--- src/design/ebhe_pkg.sv ---
package ebhe_pkg;

	localparam int unsigned VINT_MAX_BYTES = 8;
	localparam int unsigned VINT_BITS      = 7;
	localparam int unsigned VINT_MAX_BITS  = 56;
	localparam int unsigned SAT_VINT_BITS  = 49;
	localparam logic [63:0] LEN_LIMIT      = (64'd1 << VINT_MAX_BITS) - 64'd2;
	localparam logic [7:0]  SIZE_MARK      = 8'h80;

	localparam logic OP_UINT   = 1'b0;
	localparam logic OP_HEADER = 1'b1;

	// One classified element, ready to serialize: class ID bytes, an optional
	// size byte, then the body bytes. Counts are stored minus one.
	typedef struct packed {
		logic [31:0] cid;
		logic [1:0]  cid_m1;
		logic        has_hdr;
		logic [7:0]  hdr;
		logic [63:0] body;
		logic [2:0]  body_m1;
	} desc_t;

	typedef enum logic [1:0] {
		PH_CID,
		PH_HDR,
		PH_BODY
	} phase_t;

endpackage

--- src/design/ebhe_front.sv ---
module ebhe_front (
	input  logic            op,
	input  logic [31:0]     class_id,
	input  logic [63:0]     value,
	input  logic [3:0]      width,
	output ebhe_pkg::desc_t desc
);
	import ebhe_pkg::*;

	logic [1:0]  cid_m1;
	logic [2:0]  val_m1;
	logic [2:0]  w_m1;
	logic [3:0]  w_dec;
	logic [3:0]  w_eff;
	logic [63:0] len;
	logic [2:0]  len_m1;
	logic [63:0] len_vint;

	assign w_dec = width - 4'd1;

	always_comb begin
		cid_m1 = 2'd0;
		for (int i = 1; i < 4; i++) begin
			if (class_id[8*i +: 8] != 8'd0)
				cid_m1 = i[1:0];
		end

		val_m1 = 3'd0;
		for (int i = 1; i < VINT_MAX_BYTES; i++) begin
			if (value[8*i +: 8] != 8'd0)
				val_m1 = i[2:0];
		end

		if (width == 4'd0)
			w_m1 = val_m1;
		else if (width > 4'd8)
			w_m1 = 3'd7;
		else
			w_m1 = w_dec[2:0];
		w_eff = {1'b0, w_m1} + 4'd1;

		// saturate, then pick the shortest vint that avoids the all-ones code
		len = (value > LEN_LIMIT) ? LEN_LIMIT : value;
		len_m1 = 3'd7;
		if (len <= (64'd1 << SAT_VINT_BITS) - 64'd2)
			len_m1 = 3'd6;
		for (int i = 5; i >= 0; i--) begin
			if (len <= (64'd1 << (VINT_BITS * (i + 1))) - 64'd2)
				len_m1 = i[2:0];
		end
		len_vint = len;
		for (int i = 0; i < VINT_MAX_BYTES; i++) begin
			if (len_m1 == i[2:0])
				len_vint[VINT_BITS * (i + 1)] = 1'b1;
		end

		desc.cid    = class_id;
		desc.cid_m1 = cid_m1;
		if (op == OP_HEADER) begin
			desc.has_hdr = 1'b0;
			desc.hdr     = SIZE_MARK;
			desc.body    = len_vint;
			desc.body_m1 = len_m1;
		end else begin
			desc.has_hdr = 1'b1;
			desc.hdr     = SIZE_MARK | {4'd0, w_eff};
			desc.body    = value;
			desc.body_m1 = w_m1;
		end
	end

endmodule

--- src/design/ebhe_fifo.sv ---
module ebhe_fifo #(
	parameter int unsigned DEPTH = 2
) (
	input  logic            clk,
	input  logic            arst_n,
	input  logic            wr,
	input  ebhe_pkg::desc_t wdata,
	output logic            full,
	input  logic            rd,
	output ebhe_pkg::desc_t rdata,
	output logic            empty
);
	import ebhe_pkg::*;

	localparam int unsigned PW = (DEPTH > 1) ? $clog2(DEPTH) : 1;
	localparam int unsigned CW = $clog2(DEPTH + 1);
	localparam logic [PW-1:0] LAST_PTR = PW'(DEPTH - 1);
	localparam logic [CW-1:0] FULL_CNT = CW'(DEPTH);

	desc_t         mem_q [DEPTH];
	logic [PW-1:0] wr_ptr_q;
	logic [PW-1:0] rd_ptr_q;
	logic [CW-1:0] cnt_q;
	logic          do_wr;
	logic          do_rd;

	assign full  = (cnt_q == FULL_CNT);
	assign empty = (cnt_q == '0);
	assign do_wr = wr && !full;
	assign do_rd = rd && !empty;
	assign rdata = mem_q[rd_ptr_q];

	always_ff @(posedge clk or negedge arst_n) begin
		if (!arst_n) begin
			wr_ptr_q <= '0;
			rd_ptr_q <= '0;
			cnt_q    <= '0;
		end else begin
			if (do_wr)
				wr_ptr_q <= (wr_ptr_q == LAST_PTR) ? '0 : wr_ptr_q + 1'b1;
			if (do_rd)
				rd_ptr_q <= (rd_ptr_q == LAST_PTR) ? '0 : rd_ptr_q + 1'b1;
			if (do_wr && !do_rd)
				cnt_q <= cnt_q + 1'b1;
			else if (do_rd && !do_wr)
				cnt_q <= cnt_q - 1'b1;
		end
	end

	always_ff @(posedge clk) begin
		if (do_wr)
			mem_q[wr_ptr_q] <= wdata;
	end

endmodule

--- src/design/ebhe_back.sv ---
module ebhe_back (
	input  logic            clk,
	input  logic            arst_n,
	input  logic            q_empty,
	input  ebhe_pkg::desc_t q_rdata,
	output logic            q_pop,
	output logic            empty,
	input  logic            pop,
	output logic [7:0]      out_byte,
	output logic            last
);
	import ebhe_pkg::*;

	desc_t      desc_q;
	logic       cur_v_q;
	phase_t     phase_q;
	phase_t     phase_d;
	logic [2:0] cnt_q;
	logic [2:0] cnt_d;
	logic       cur_v_d;
	logic       oval_q;
	logic [7:0] obyte_q;
	logic       olast_q;
	logic       adv;
	logic       emit;
	logic       load;
	logic [7:0] cur_byte;
	logic       cur_last;

	assign adv  = !oval_q || pop;
	assign emit = cur_v_q && adv;

	always_comb begin
		case (phase_q)
			PH_CID:  cur_byte = desc_q.cid[{cnt_q[1:0], 3'b000} +: 8];
			PH_HDR:  cur_byte = desc_q.hdr;
			PH_BODY: cur_byte = desc_q.body[{cnt_q, 3'b000} +: 8];
			default: cur_byte = 8'd0;
		endcase
		cur_last = (phase_q == PH_BODY) && (cnt_q == 3'd0);
		load     = !q_empty && (!cur_v_q || (emit && cur_last));

		phase_d = phase_q;
		cnt_d   = cnt_q;
		cur_v_d = cur_v_q;
		if (load) begin
			phase_d = PH_CID;
			cnt_d   = {1'b0, q_rdata.cid_m1};
			cur_v_d = 1'b1;
		end else if (emit) begin
			case (phase_q)
				PH_CID: begin
					if (cnt_q != 3'd0) begin
						cnt_d = cnt_q - 3'd1;
					end else if (desc_q.has_hdr) begin
						phase_d = PH_HDR;
					end else begin
						phase_d = PH_BODY;
						cnt_d   = desc_q.body_m1;
					end
				end
				PH_HDR: begin
					phase_d = PH_BODY;
					cnt_d   = desc_q.body_m1;
				end
				PH_BODY: begin
					if (cnt_q != 3'd0)
						cnt_d = cnt_q - 3'd1;
					else
						cur_v_d = 1'b0;
				end
				default: begin
					phase_d = PH_CID;
					cur_v_d = 1'b0;
				end
			endcase
		end
	end

	assign q_pop    = load;
	assign empty    = !oval_q;
	assign out_byte = obyte_q;
	assign last     = olast_q;

	always_ff @(posedge clk or negedge arst_n) begin
		if (!arst_n) begin
			phase_q <= PH_CID;
			cnt_q   <= 3'd0;
			cur_v_q <= 1'b0;
			oval_q  <= 1'b0;
		end else begin
			phase_q <= phase_d;
			cnt_q   <= cnt_d;
			cur_v_q <= cur_v_d;
			if (emit)
				oval_q <= 1'b1;
			else if (pop)
				oval_q <= 1'b0;
		end
	end

	always_ff @(posedge clk) begin
		if (load)
			desc_q <= q_rdata;
		if (emit) begin
			obyte_q <= cur_byte;
			olast_q <= cur_last;
		end
	end

endmodule

--- src/design/ebml_element_header_encoder.sv ---
// EBML element header encoder.
// Input queue side: drive op, class_id, value and width with push; the item
// is taken on a clock edge where push is high and full is low.
// Result queue side: while empty is low, out_byte and last show the oldest
// byte; it is taken on a clock edge where pop is high. Bytes come out most
// significant first: the trimmed class ID (1 to 4 bytes), then for op 0 a
// size byte and the value (1 to 8 bytes), for op 1 a length vint (1 to 8
// bytes). last marks the final byte of each item.
// The first byte of an item passes through the queue, the serializer's current
// item register and the output register before it shows on the result ports.
// Throughput: one byte per cycle from the serializer while the receiver pops;
// an item is 2 to 13 bytes long, and queued items follow each other with no gap.
// A queue of QUEUE_DEPTH classified items sits between the classifier and
// the serializer, so pushes keep landing while a long item drains.
// When the receiver stalls, the output register holds its byte and the
// queue fills; full rises once it holds QUEUE_DEPTH items.
// Reset empties the queue, the serializer's current item and the output register.
module ebml_element_header_encoder #(
	parameter int unsigned QUEUE_DEPTH = 2
) (
	input  logic        clk,
	input  logic        arst_n,
	input  logic        push,
	output logic        full,
	input  logic        op,
	input  logic [31:0] class_id,
	input  logic [63:0] value,
	input  logic [3:0]  width,
	output logic        empty,
	input  logic        pop,
	output logic [7:0]  out_byte,
	output logic        last
);
	import ebhe_pkg::*;

	desc_t front_desc;
	desc_t q_rdata;
	logic  q_empty;
	logic  q_pop;

	ebhe_front u_front (
		.op       (op),
		.class_id (class_id),
		.value    (value),
		.width    (width),
		.desc     (front_desc)
	);

	ebhe_fifo #(
		.DEPTH (QUEUE_DEPTH)
	) u_fifo (
		.clk    (clk),
		.arst_n (arst_n),
		.wr     (push),
		.wdata  (front_desc),
		.full   (full),
		.rd     (q_pop),
		.rdata  (q_rdata),
		.empty  (q_empty)
	);

	ebhe_back u_back (
		.clk      (clk),
		.arst_n   (arst_n),
		.q_empty  (q_empty),
		.q_rdata  (q_rdata),
		.q_pop    (q_pop),
		.empty    (empty),
		.pop      (pop),
		.out_byte (out_byte),
		.last     (last)
	);

endmodule

--- config.mk ---
export PLATFORM = sky130hd
export DESIGN_NAME = ebml_element_header_encoder
export DESIGN_NICKNAME = d
export VERILOG_FILES = /design/src/design/ebhe_pkg.sv /design/src/design/ebhe_front.sv /design/src/design/ebhe_fifo.sv /design/src/design/ebhe_back.sv /design/src/design/ebml_element_header_encoder.sv
export SDC_FILE = /design/constraint.sdc
export NUM_CORES = 1
export LEC_CHECK = 0
export BUFFER_PORTS_ARGS = -buffer_cell sky130_fd_sc_hd__buf_4
export CELL_PAD_IN_SITES_DETAIL_PLACEMENT = 1
export CELL_PAD_IN_SITES_GLOBAL_PLACEMENT = 2
export CORE_ASPECT_RATIO = 1.1
export CORE_UTILIZATION = 45
export CTS_CLUSTER_SIZE = 10
export DETAILED_ROUTE_END_ITERATION = 10
export PLACE_DENSITY_LB_ADDON = 0.25
export SYNTH_ARGS = -nofsm -noshare
export SYNTH_HDL_FRONTEND = slang
export SYNTH_SLANG_ARGS = --single-unit
--- constraint.sdc ---
create_clock -name clk -period 7.5 [get_ports clk]
set_input_delay 1.125 -clock clk [delete_from_list [all_inputs] [get_ports clk]]
set_output_delay 1.125 -clock clk [all_outputs]
set_load 0.03 [all_outputs]
# After elaboration in Yosys (flattened, before gate mapping)
# Memories as Yosys holds them, arrays and structs flattened.
# Index checks and enable logic that the tools add are counted.
[word_totals] regBits=128 ramBits=220 input_bits=105 output_inout_bits=11 word_cells=142 mem_count=1
[memory_table] memory="u_fifo.mem_q" depth=2 word_bits=110 rd=1 rd_ports_with_merged_regs=0 wr=1 line="ebhe_fifo.sv:20" rtl="desc_t mem_q [DEPTH];"
[op_classes] add_sub_neg=7 n_lt_le_gt_ge=9 eq_ne=16 shifts=2 mux=53 reduce_logical=40
[ops] operator="$reduce_bool 8->1" n=10
[ops] operator="$mux 76" n=1
[ops] operator="$gt 64x56->1 const B" n=1
[ops] operator="$le 64x14->1 const B" n=1
[ops] operator="$le 64x21->1 const B" n=1
[ops] operator="$le 64x28->1 const B" n=1
[ops] operator="$le 64x35->1 const B" n=1
[ops] operator="$le 64x42->1 const B" n=1
[ops] operator="$le 64x49->1 const B" n=1
[ops] operator="$le 64x7->1 const B" n=1
[ops] operator="$mux 64" n=1
[ops] operator="$shiftx 64x7->8" n=1
[ops] operator="$mux 3" n=15
[ops] operator="$shiftx 32x6->8" n=1
[ops] operator="$mux 2" n=12
[ops] operator="$pmux 8 s3" n=1
[ops] operator="$mux 1" n=20
[ops] operator="$eq 3x3->1 const B" n=4
[ops] operator="$ne 3x3->1 const B" n=3
[ops] operator="$pmux 3 s3" n=1
[ops] operator="$logic_and 1x1->1" n=8
[ops] operator="$eq 3x2->1 const B" n=2
[ops] operator="$logic_not 1->1" n=6
[ops] operator="$logic_not 3->1" n=2
[ops] operator="other kinds (23)" n=31

# Depth between registers and ports, before layout
# Gate-level depths: netlist of run 1.
[depth] depth_word=13 ltp_mapped=15 ltp_nobuf=11

# Modules after synthesis
# From an unflattened synthesis of run 1, not the netlist that was laid out.
[hier_totals] cells_unflattened=865 area_unflattened_um2=14682.8
[modules_own_cells] mod="ebhe_fifo" instances=1 cells_each=361 area_per_inst_um2=8164.1 seq_area_each_um2=6706.4
[modules_own_cells] mod="ebhe_back" instances=1 cells_each=258 area_per_inst_um2=4942.2 seq_area_each_um2=3688.5
[modules_own_cells] mod="ebhe_front" instances=1 cells_each=246 area_per_inst_um2=1576.5 seq_area_each_um2=0.0

# Worst setup path after synthesis of run 1
# No wires, ideal clock.
[synth_timing] path_kind="input to register" startpoint="input push" endpoint="memory u_fifo.mem_q[0][0] (netlist bit) (enable)" setup_ps=572 arrival_time_ps=5624 required_time_ps=6928 path_slack_ps=1304 stages=2 path_buffers=0 cell_sequence="nand2_1 -> nor2_1"
[synth_between] elab_chain_len=3
[synth_rtl] item="start, declared" line="ebml_element_header_encoder.sv:23" rtl="input logic push,"
[synth_rtl] item="$logic_and 1x1->1" line="ebhe_fifo.sv:29" rtl="assign do_wr = wr && !full;"
[synth_rtl] item="$mux 1" line="ebhe_fifo.sv:51" rtl="if (do_wr)"
[synth_rtl] item="$mux 1 (implied by the code)" line="ebhe_fifo.sv:52" rtl="mem_q[wr_ptr_q] <= wdata;"
[synth_rtl] item="end, declared" line="ebhe_fifo.sv:20"
# No other way between the ends.

==> results of run 1 <==
cells in the mapped netlist (all sizes together), types with 2 or more instances:
cell type,number
nand3,17
nand2b,52
mux4,24
o22ai,3
dfrtp,11
buf,9
a311oi,2
nor4,24
or4,2
mux2,112
nor3,8
a21oi,6
mux2i,8
a222oi,4
a21o,3
or2,2
a211o,2
a22oi,3
a211oi,5
clkbuf,22
a31oi,2
xor2,2
inv,21
edfxtp,325
a221oi,2
o21ai,8
nor2,36
xnor2,5
or3,2
and3,2
ha,9
nand2,29
nand4,13
nor2b,11
layer usage:
layer / up-vias / wire length [um] / part of all wire
li1: 3387 / - / -
met1: 3712 / 13200 / 0.43
met2: 191 / 15500 / 0.51
met3: 43 / 1210 / 0.039
met4: 0 / 693 / 0.023
met5: - / 0 / 0
logic make-up (layout without fill, tap and decap cells):
logic type / count (synthesis) / count (layout) / share of synthesized area
XOR/XNOR: 7 / 7 / 0.00444
AO/OA/AOI/OAI: 50 / 50 / 0.0264
flip-flops: 336 / 336 / 0.726
adder cells (fa/ha/maj): 9 / 9 / 0.00815
AND/OR/NAND/NOR: 202 / 202 / 0.0829
multiplexers: 144 / 144 / 0.137
buffers and inverters: 53 / 195 / 0.0150
report_power, final:
group / leakage (nW) / internal (W) / switching, W / total, W
registers: 3.09 / 0.00280 / 0.000198 / 0.00299
clock network: 0.505 / 0.000937 / 0.000668 / 0.00160
logic: 1.84 / 0.000709 / 0.000970 / 0.00168
worst register-to-register path, stage by stage (launching register included):
cell and delay [ns]:
sky130_fd_sc_hd__dfrtp_1 0.41, sky130_fd_sc_hd__inv_1 0.10, sky130_fd_sc_hd__ha_1 0.48, sky130_fd_sc_hd__inv_1 0.20, sky130_fd_sc_hd__nor2_1 0.20, sky130_fd_sc_hd__nand2_1 0.08
sky130_fd_sc_hd__nand2_1 0.07, sky130_fd_sc_hd__o21ai_0 0.25, sky130_fd_sc_hd__inv_4 0.59, sky130_fd_sc_hd__buf_4 0.80
through the flow:
step / utilization / instance area (um2)
finish: 0.541 / 16200
global route: 0.541 / 16200
CTS: 0.541 / 16200
detailed placement: 0.507 / 15100
global placement: 0.507 / 15100
floorplan: - / 13800
area by class of cell:
type	count	area, um2	share of cell area
clock buffers	48	1010	0.0624
clock inverters	3	26.3	0.00162
inverters	22	85.1	0.00526
multi-input cells	412	3590	0.222
flip-flops and latches	336	10000	0.620
well taps	408	510	0.0316
repair buffers	122	916	0.0566
final timing paths:
| path | end | startpoint | slack (ns) |
|---|---|---|---|
| setup reg to reg | u_back.desc_q[19] | u_back.phase_q[0] | 3.91 |
| hold reg to reg | u_fifo.cnt_q[1] | u_fifo.cnt_q[1] | 0.50 |
| max in group asynchronous | u_fifo.rd_ptr_q | arst_n | 6.87 |
| hold / removal | u_back.phase_q[1] | arst_n | 0.45 |
| setup / recovery | u_fifo.mem_q[0][69] | value[25] | 3.76 |
| min in group clk | u_fifo.cnt_q[1] | u_fifo.cnt_q[1] | 0.50 |
registers in the layout, indices dropped and copies added (netlist names):
| name | cells |
|---|---|
| u_back.last | 1 |
| u_back.cnt_q | 3 |
| u_back.oval_q | 1 |
| u_back.desc_q | 104 |
| u_fifo.cnt_q | 2 |
| u_fifo.rd_ptr_q | 1 |
| u_back.phase_q | 2 |
| u_fifo.wr_ptr_q | 1 |
| u_back.cur_v_q | 1 |
| u_back.out_byte | 8 |
| u_fifo.mem_q | 212 |
==> summary by stage, run 1 <==
Status
The run finished with clean final reports.

Clock tree
The maximum count of clock buffers along a single path is 3. The maximum level of the CTS H-tree is 2. The count of buffers added by post-CTS timing repair for setup is 0. In this run, CTS created clock tree buffers numbering 39.

The TritonCTS sink count is 336. TritonCTS built the clock tree. After clock tree synthesis, the clock-pin slew on the worst setup and hold paths is 0.06 ns. The count of hold-fix buffers inserted at cts is 0.

In this run the clock root is driven by a sky130_fd_sc_hd__clkbuf_16. After clock tree synthesis, the repair step resized 0 gates. The clock latency at the later pin of the worst-skew pair is 0.52 ns.

Worst setup path
The critical path crosses 10 cells after its start point. The logic depth of the worst register-to-register path is 9. The worst setup path is captured at a register. For the worst setup path, the data arrival time is 3.99 ns. The largest single stage delay on the critical path is 0.94 ns.

The kind of cell with the highest combined delay along the critical path is compound AO/OA/AOI/OAI gates. For the worst setup path, the data required time is 7.75 ns. Traced cell by cell, the critical path runs through buf_4 -> nor4_1 -> nand2_1 -> a311oi_1 -> nor3_1 -> o41ai_1 -> inv_1 -> ha_1 -> xnor2_1 -> nor2_1. The kind of start point of the critical path is a primary input. The critical path contains buffers and inverters numbering 2 combined.

The slowest cell on the critical path is sky130_fd_sc_hd__o41ai_1. Of all nets on the critical path, the largest fanout is 3. The type of the worst setup path is in2reg.

GRT
For this run, global-route usage on met3 was measured as 0.0308. The maximum number of pins on one net before global-route repair is 73. For met2 alone, demand over resource in global routing was 0.352. In this run the most used layer during global routing was met2. The number of global-route vias before repair is 8,005.

For this run, the total global-route usage over all layers was measured as 0.201. The first-pass GRT wire length is 46.6 mm. The initial antenna violation count is 0. In the global route stage, met1 resource usage came out at 0.257. Summed over all layers, the global routing overflow is 0.

Finish
In the final design database the tool counted 1,047 nets. Excluding fillers, the count of instances in the completed layout stands at 1,351. The number of antenna diodes in the final layout is 0. In the layout the commonest cells are sky130_fd_sc_hd__edfxtp_1 (325), sky130_fd_sc_hd__buf_4 (122), sky130_fd_sc_hd__mux2_2 (112). The filler cells instantiated in the layout total 2,824. The most common cell after layout, fill and taps aside is sky130_fd_sc_hd__edfxtp_1.

The share of post-route cells with drive strength above 1 is 0.333. From synthesis to final layout, the design area changed by 17.0%.

Synth
The synthesized area per cell is 17.3 um2. The cell area after synthesis is 13,800 um2. The count of flip-flops with a built-in enable after synthesis is 325.

For this run, the leading register cell type out of synthesis is sky130_fd_sc_hd__edfxtp_1. By area the synthesized netlist is led by sky130_fd_sc_hd__edfxtp_1 (71%), sky130_fd_sc_hd__mux2_2 (9.1%), sky130_fd_sc_hd__mux4_2 (3.9%). The number of nets handed over by synthesis was 915. The proportion of synthesized flip-flops having asynchronous set or reset is 0.0327.

The share of the Yosys chip area taken by registers is 0.726. The cell type contributing the most total cell area after synthesis is sky130_fd_sc_hd__edfxtp_1. Synthesis inferred 336 register bits.

The number of synthesis warnings is 0. The count of distinct cell types in the synthesized netlist is 56. Synthesis produced a netlist whose cell count is 801. The top cell type's share of synthesized area is 0.706.

Route
The number of search-and-repair iterations in the first detailed-routing pass is 5. In the routed design, unresolved DRC markers number 0. The wire length per cell after detailed routing is 22.7 um. The count of nets left with antenna violations after detail routing is 0. After the first detailed-routing iteration, the DRC count stood at 374. The via count is 7,333. Summed over all layers, the routed wires come to 30.7 mm.

The via density per instance is 5.43.

STA
For the pin with the worst max-slew slack, the measured transition is 1.13 ns. The clock period minus final worst setup slack is 3.74 ns. The maximum operating frequency is 267 MHz. Final hold analysis gives a worst-case slack of 0.446 ns.

The final worst clock skew is 0.0116 ns. The least setup slack across all paths after layout is 3.76 ns. The portion of the clock cycle consumed by the worst path in the final layout is 0.499. The max-slew violation count is 0.

Setup repair after global routing left no endpoint under its margin. Summed over all failing endpoints, the final setup total negative slack is 0 ns. Headroom to the max-slew limit came out at 0.245. Setup violations remaining at the end of the flow were counted as 0.

The final-report hold violation count came to 0.

Hold path
The type of the tightest min-delay check is in2async.

Floorplanning
The initial utilization of the core area, before any placement, comes to 0.462. In this run the horizontal extent of the chip is 169 um. In this run the vertical extent of the chip is 186 um.

The area enclosed by the die boundary is 31,400 um2. The core region area is 29,900 um2. The number of primary I/O pins is 116. Row generation in the floorplan step produced 66 rows.

Job
Max-cap violations in this run came to 0.

Placement
The HPWL after detailed placement is 20.5 mm. The cell total after placement is 1,300. The placement-stage worst setup slack is 3.25 ns.

The final weighted congestion in routability-driven placement is 0.764. The count of input and output buffers is 115.

Power
The maximum VDD drop is 0.000287 V. The leakage power is 5.43 nW. The design draws 0.00628 W. The power density relative to cell area is 388 nW/um2.
Power figures use the tool's default switching activity.
==> run 2, diff against run 1 <==
Clock period 7.5 ns to 3.9 ns, I/O delays scaled along.
==> run 2 against run 1 <==
  * Clock power up 100%
  * Core utilization up 0.67 points
  * Combinational power up 98%
  * Critical path type is now reg2reg
  * Critical endpoint is now u_back.desc_q[59]
  * Die area unchanged
  * Sequential power up 94%
  * Non-clock buffer count up 10
  * Highest routed layer unchanged
  * Register-to-register slack worse by 2.9 ns
==> summary by stage, run 2 (synthesis gave the netlist of run 1 again) <==
STA
Timing would allow up to 348 MHz. The smallest clock period supported by the final layout is computed as 2.87 ns. The final-report hold violation count is 0. The max-slew violation count came to 0.

The remaining max-slew budget at the tightest pin is 0.418. The final setup TNS is 0 ns. Hold is met by 0.247 ns. Setup repair after global routing left no endpoint under its margin. The final count of negative-setup-slack endpoints is 0. The actual transition at the worst max-transition pin is 0.865 ns.

The portion of the clock cycle consumed by the worst path in the final layout is 0.737. Clock skew on the completed layout was measured at 0.0167 ns. The least setup slack across all paths after layout is 1.03 ns.

Floorplanning
In this run the standard cell core region covers 29,900 um2. 116 I/O pins were placed. The floorplan has 66 rows.

In this run the vertical extent of the chip is 186 um. The overall die width is 169 um. The floorplan step defined a die boundary enclosing 31,400 um2. The initial utilization of the core area, before any placement, comes to 0.462.

Worst setup path
At the worst endpoint, the arrival time is 3.07 ns. The worst setup path is captured at a register. The worst endpoint required time is 4.10 ns. The maximum net fanout on the critical path is 47. Broken down by cell family, the worst path's largest delay share belongs to buffers and inverters. The slowest cell on the critical path is sky130_fd_sc_hd__ha_1. In this design, the stage delay of the slowest critical-path cell is 0.46 ns. The worst setup path is of the reg2reg kind. The number of buffers and inverters on the critical path is 4. The signal on the critical path passes through inv_1 -> ha_1 -> inv_1 -> nor2_1 -> nand2_1 -> nand2_1 -> o21ai_0 -> clkinv_4 -> buf_12. The worst setup path is launched from a register.

GRT
The first global-routing pass estimated 48.4 mm of wire. The number of global-route vias before repair was 8,169. The initial antenna violation count is 0. The maximum number of pins on one net before global-route repair is 56. In the global route stage, overall resource usage came out at 0.209. The final global-route overflow total is 0.

Placement
Routability-driven placement finished with a final weighted congestion of 0.918. The placement-stage worst setup slack is 0.604 ns. After detailed placement, the total cell area comes to 15,300 um2. The count of input and output buffers is 115.

The HPWL after detailed placement is 21.3 mm.

Power
The maximum VDD drop is 0.000304 V. Summed over all cells, the static leakage comes to 5.53 nW. The power density relative to cell area is 754 nW/um2.

Finish
In the layout the commonest cells are sky130_fd_sc_hd__edfxtp_1 (325), sky130_fd_sc_hd__buf_4 (127), sky130_fd_sc_hd__mux2_2 (112). The number of flip-flops under the largest register name is 212. Counting the fill cells in the layout gives 2,792. The number of antenna diodes in the final layout is 0. Summing all non-filler instances in the final layout gives an area of 16,400 um2.

Of the cells placed in the final design, the portion with a size suffix greater than 1 is 0.340. Leaving out fill and tap cells, the most frequent cell in the layout is sky130_fd_sc_hd__edfxtp_1. Counting flops per register, the top entry is u_fifo.mem_q. The synthesis-to-finish area growth is 18.5%. The net count of the finished layout is 1,058.

Clock tree
The tree is rooted in a sky130_fd_sc_hd__clkbuf_16. The CTS buffer count is 40. CTS built an H-tree with a depth of 2.

The maximum count of clock buffers along a single path is 3. The TritonCTS sink count is 336. Clock-pin slew was measured on the worst setup and hold paths at 0.05 ns.

TritonCTS built the clock tree. The clock latency at the later pin of the worst-skew pair is 0.52 ns.

Route
The count of nets left with antenna violations after detail routing is 0. After detailed routing, the average wire length per cell comes to 23.2 um. The via count is 7,533. The final layout contains routed wiring with a total length of 31.6 mm.

In the routed design, unresolved DRC markers number 0. After detailed routing, the number of vias per cell comes to 5.53. For this block, the initial DRC count from the detailed router was 650. The number of search-and-repair iterations in the first detailed-routing pass is 5.

Job
The tool flagged a number of max-cap violations equal to 0.

Status
The run finished with clean final reports.

Hold path
The tightest min-delay check is of the in2reg type.
-- run 2: changes by cell type in the layout (fill, tap and decap cells not counted), sizes merged --
cell	before	now
clkinv	0	6
inv	25	21
dlygate4sd3	0	1
buf	122	131
-- run 2: cell type report --
| type | count | area, um2 | share of cell area |
|---|---|---|---|
| multi-input cells | 412 | 3590 | 0.219 |
| inverters | 22 | 87.6 | 0.00535 |
| clock inverters | 5 | 32.5 | 0.00199 |
| repair buffers | 132 | 1040 | 0.0637 |
| flip-flops and latches | 336 | 10000 | 0.613 |
| well taps | 408 | 510 | 0.0312 |
| clock buffers | 48 | 1070 | 0.0655 |
-- run 2: path summary, 6_finish.rpt --
path                                   start             endpoint  slack [ns]  depth (start not counted)
hold / removal                   class_id[4]  u_fifo.mem_q[1][82]        0.25                          1
max in group asynchronous             arst_n      u_fifo.rd_ptr_q        3.26                          2
setup / recovery           u_back.phase_q[0]    u_back.desc_q[59]        1.03                          9
min in group asynchronous             arst_n    u_back.phase_q[1]        0.46                          2
hold reg to reg               u_back.cur_v_q        u_back.oval_q        0.52                          2
setup reg to reg           u_back.phase_q[0]    u_back.desc_q[59]        1.03                          9
-- run 2: power breakdown --
group          switching (W)  internal, W
combinational        0.00189      0.00145
clock                0.00131      0.00192
sequential          0.000430      0.00536
total                0.00363      0.00872
-- run 2: what timing repair did --
action | CTS | global route
hold buffers | 1 | 0
gates resized for setup | 0 | 0
endpoints found under the hold margin | 11 | 0
setup buffers | 0 | 0
-- run 2: through the flow --
step	cells	util	power [W]
5_1_grt	1363	0.548	0.0129
3_3_place_gp	1309	0.511	0.00903
6_report	1363	0.548	0.0123
4_1_cts	1363	0.548	0.0125
2_1_floorplan	801	-	0.00795
3_5_place_dp	1309	0.511	0.00922
-- run 2: metal layers --
metal / wire [um] / share of wire / track usage
met1: 13600 / 0.43 / 0.275
met2: 15900 / 0.50 / 0.358
met3: 1390 / 0.044 / 0.0323
met4: 631 / 0.020 / 0.0620
met5: 0 / 0 / 0
==> run 3, diff against run 2 <==
Settings changed: CORE_UTILIZATION 45 to 40.
Clock period 3.9 ns to 2.32 ns, I/O delays scaled along.
==> run 3 against run 2 <==
  * Highest routed layer unchanged
  * Critical path depth down 3
  * Clock-buffer cell count down 2
  * Critical endpoint is now u_back.out_byte[1]
  * Combinational power up 91%
  * Core utilization down 3.5 points
  * Worst setup slack worse by 0.92 ns
  * The run now ends with DRC left
  * Global-route usage down 2.2 points
  * Routed wire length up 1.5%
  * Sequential share of layout area down 3.9 points
  * Sequential power up 65%
==> summary by stage, run 3 (synthesis gave the netlist of run 1 again) <==
STA
The least setup slack across all paths after layout is 0.107 ns. The actual transition at the worst max-transition pin is 0.591 ns. The final count of negative-setup-slack endpoints is 0. The remaining max-slew budget at the tightest pin is 0.602.

The hold slack is 0.0173 ns. On the final layout, the worst clock skew is 0.0167 ns. After layout, the minimum clock period comes to 2.21 ns.

The max-slew violation count is 0. The final-report hold violation count came to 0. Setup repair after global routing left no endpoint under its margin. Based on the critical path, the design can be clocked at up to 452 MHz. The portion of the clock cycle consumed by the worst path in the final layout is 0.954.

GRT
The first global-routing pass estimated 48.6 mm of wire. Entering global routing, the biggest net connects 68 pins. The number of global-route vias before repair came to 8,281. The initial antenna violation count is 0. The global-route usage over all layers is 0.186. The final global-route overflow total is 0.

Job
Max-cap violations in this run came to 0.

Worst setup path
STA classifies the critical path startpoint as a register. Across all register-to-register paths, the minimum setup slack is 0.11 ns. The startpoint of the lowest-slack register-to-register path is u_back.cnt_q[0]. The critical path capture point type is a register. The type of the worst setup path is reg2reg. In this run the worst path has a maximum fanout of 6.

The delay of the slowest critical-path stage is 0.49 ns. The logic depth of the worst register-to-register path is 6. The critical path ends at u_back.out_byte[1]. The slowest stage of the critical path belongs to the cell sky130_fd_sc_hd__mux4_2. The critical path starts at u_back.cnt_q[0]. At the worst endpoint, the arrival time is 2.47 ns. The endpoint of the most critical register-to-register path is u_back.out_byte[1]. The worst endpoint required time is 2.57 ns.

Walking the worst path, the cells encountered are buf_6 -> buf_4 -> mux4_2 -> mux2_2 -> a222oi_1 -> nor2_1.

Floorplanning
The total area inside the core boundary comes to 34,100 um2. The row count is 71. The die covers 35,300 um2. The die is 197 um tall. For this configuration, the core starts out at a cell density of 0.405. 116 I/O pins were placed. The overall die width is 179 um.

Finish
The library cell used most frequently in the layout, excluding fill and tap cells, is sky130_fd_sc_hd__edfxtp_1. The share of post-route cells with drive strength above 1 is 0.411. After routing the design area is 17,500 um2.

Relative to the synthesized area, the layout overhead comes to 26.5%. The register with the most flip-flops in the layout has 212 of them. At the end of the flow, the number of nets in the layout was 1,176. The largest register by flop count is u_fifo.mem_q. The top cell types in the final layout, fill and taps aside, are sky130_fd_sc_hd__edfxtp_1 (325), sky130_fd_sc_hd__buf_4 (224), sky130_fd_sc_hd__mux2_2 (112). For this run, the share of the core covered by cells in the final layout is 0.513. The non-filler instance count after layout is 1,508.

Route
The first TritonRoute pass finished after 8 iterations. The via count is 7,819. In this run the remaining antenna-violating nets after routing total 0.

The violation count after the first detailed-routing iteration is 556. In the final routed layout, each cell accounts on average for 21.3 um. Dividing the detail-routed via count by the number of cells gives 5.19. The number of design rule violations left after detail routing is 38. The detailed-route wire length is 32.1 mm.

Clock tree
Clock latency on the worst-skew pair, taken at its later pin, is 0.52 ns. TritonCTS built the clock tree. For this design, the sink count on the clock tree is 336.

After clock tree synthesis, the clock-pin slew on the worst setup and hold paths is 0.06 ns. The clock tree synthesis step divided the H-tree into 2 levels. The maximum count of clock buffers along a single path is 3.

The clock tree root buffer cell is sky130_fd_sc_hd__clkbuf_16. The CTS buffer count is 39.

Placement
The instance area after placement is 16,300 um2. The HPWL after detailed placement is 22.8 mm. The cell total after placement is 1,447. The count of input and output buffers is 115. The placement-stage worst setup slack is -0.410 ns.

At the end of routability-driven placement, the weighted congestion stood at 0.839.

Power
Across the VDD grid, the largest voltage drop is 0.000653 V. The leakage power is 6.15 nW. Power spread over the standard cell area amounts to 1220 nW/um2.

Status
The final reports fail on DRC. The flow ran to the end, but the final reports show violations.

Hold path
The min-delay analysis places its worst path in the category in2reg.
run 3: changes by cell type in the layout (fill, tap and decap cells not counted), moves of 3 or more:
| cell | change |
|---|---|
| sky130_fd_sc_hd__clkinv_1 | -3 |
| sky130_fd_sc_hd__buf_12 | +12 |
| sky130_fd_sc_hd__buf_4 | +97 |
| sky130_fd_sc_hd__dlygate4sd3_1 | +9 |
run 3: metrics by stage:
| stage | total power (W) | TNS, ns |
|---|---|---|
| 2_1_floorplan | 0.0134 | -48.15 |
| 3_3_place_gp | 0.0159 | -3.91 |
| 3_5_place_dp | 0.0161 | -5.04 |
| 4_1_cts | 0.0215 | 0 |
| 5_1_grt | 0.0222 | 0 |
| 6_report | 0.0213 | 0 |
run 3: worst min path at each step:
| stage | start | to | cells past startpoint |
|---|---|---|---|
| 4_1_cts | class_id[27] | u_fifo.mem_q[0][105] | 1 |
| 2_1_floorplan | arst_n | u_back.cnt_q[0] | 0 |
| 3_3_place_gp | arst_n | u_back.phase_q[0] | 1 |
| 3_5_place_dp | arst_n | u_back.phase_q[0] | 1 |
| 5_1_grt | class_id[27] | u_fifo.mem_q[1][105] | 1 |
| 6_report | class_id[27] | u_fifo.mem_q[1][105] | 1 |
run 3: where the power goes:
part	switching [W]	leakage [nW]	internal (W)
clock network	0.00220	0.525	0.00314
registers	0.000567	3.09	0.00900
logic	0.00341	2.53	0.00294
run 3: layer usage:
layer  global-route usage  vias to the layer above  part of all wire  routed length, um
met3               0.0266                       36             0.041               1310
met4               0.0417                        0             0.014                444
met1                0.252                     3945              0.45              14300
li1                     -                     3648                 -                  -
met2                0.317                      190              0.50              16000
met5                    0                        -                 0                  0
run 3: layout make-up:
type                    instances  area (um2)
fillers                      3275       16600
well taps                     438         548
multi-input cells             412        3620
clock inverters                 2        25.0
inverters                      22        95.1
repair buffers                251        2110
flip-flops and latches        336       10000
diodes                          1        2.50
clock buffers                  46        1040
run 3: worst max-delay path: cells and delay by family (launching register included):
kind,cells,cell delay [ns]
flip-flops,1,0.42
AND/OR/NAND/NOR,1,0.10
multiplexers,2,0.79
buffers and inverters,2,0.32
AO/OA/AOI/OAI,1,0.32
run 3: timing repair:
| item | CTS | global route |
|---|---|---|
| gates resized for setup | 0 | 2 |
| endpoints found under the hold margin | 28 | 0 |
| setup buffers | 0 | 2 |
| endpoints found under the setup margin | 0 | 3 |
| hold buffers | 10 | 0 |
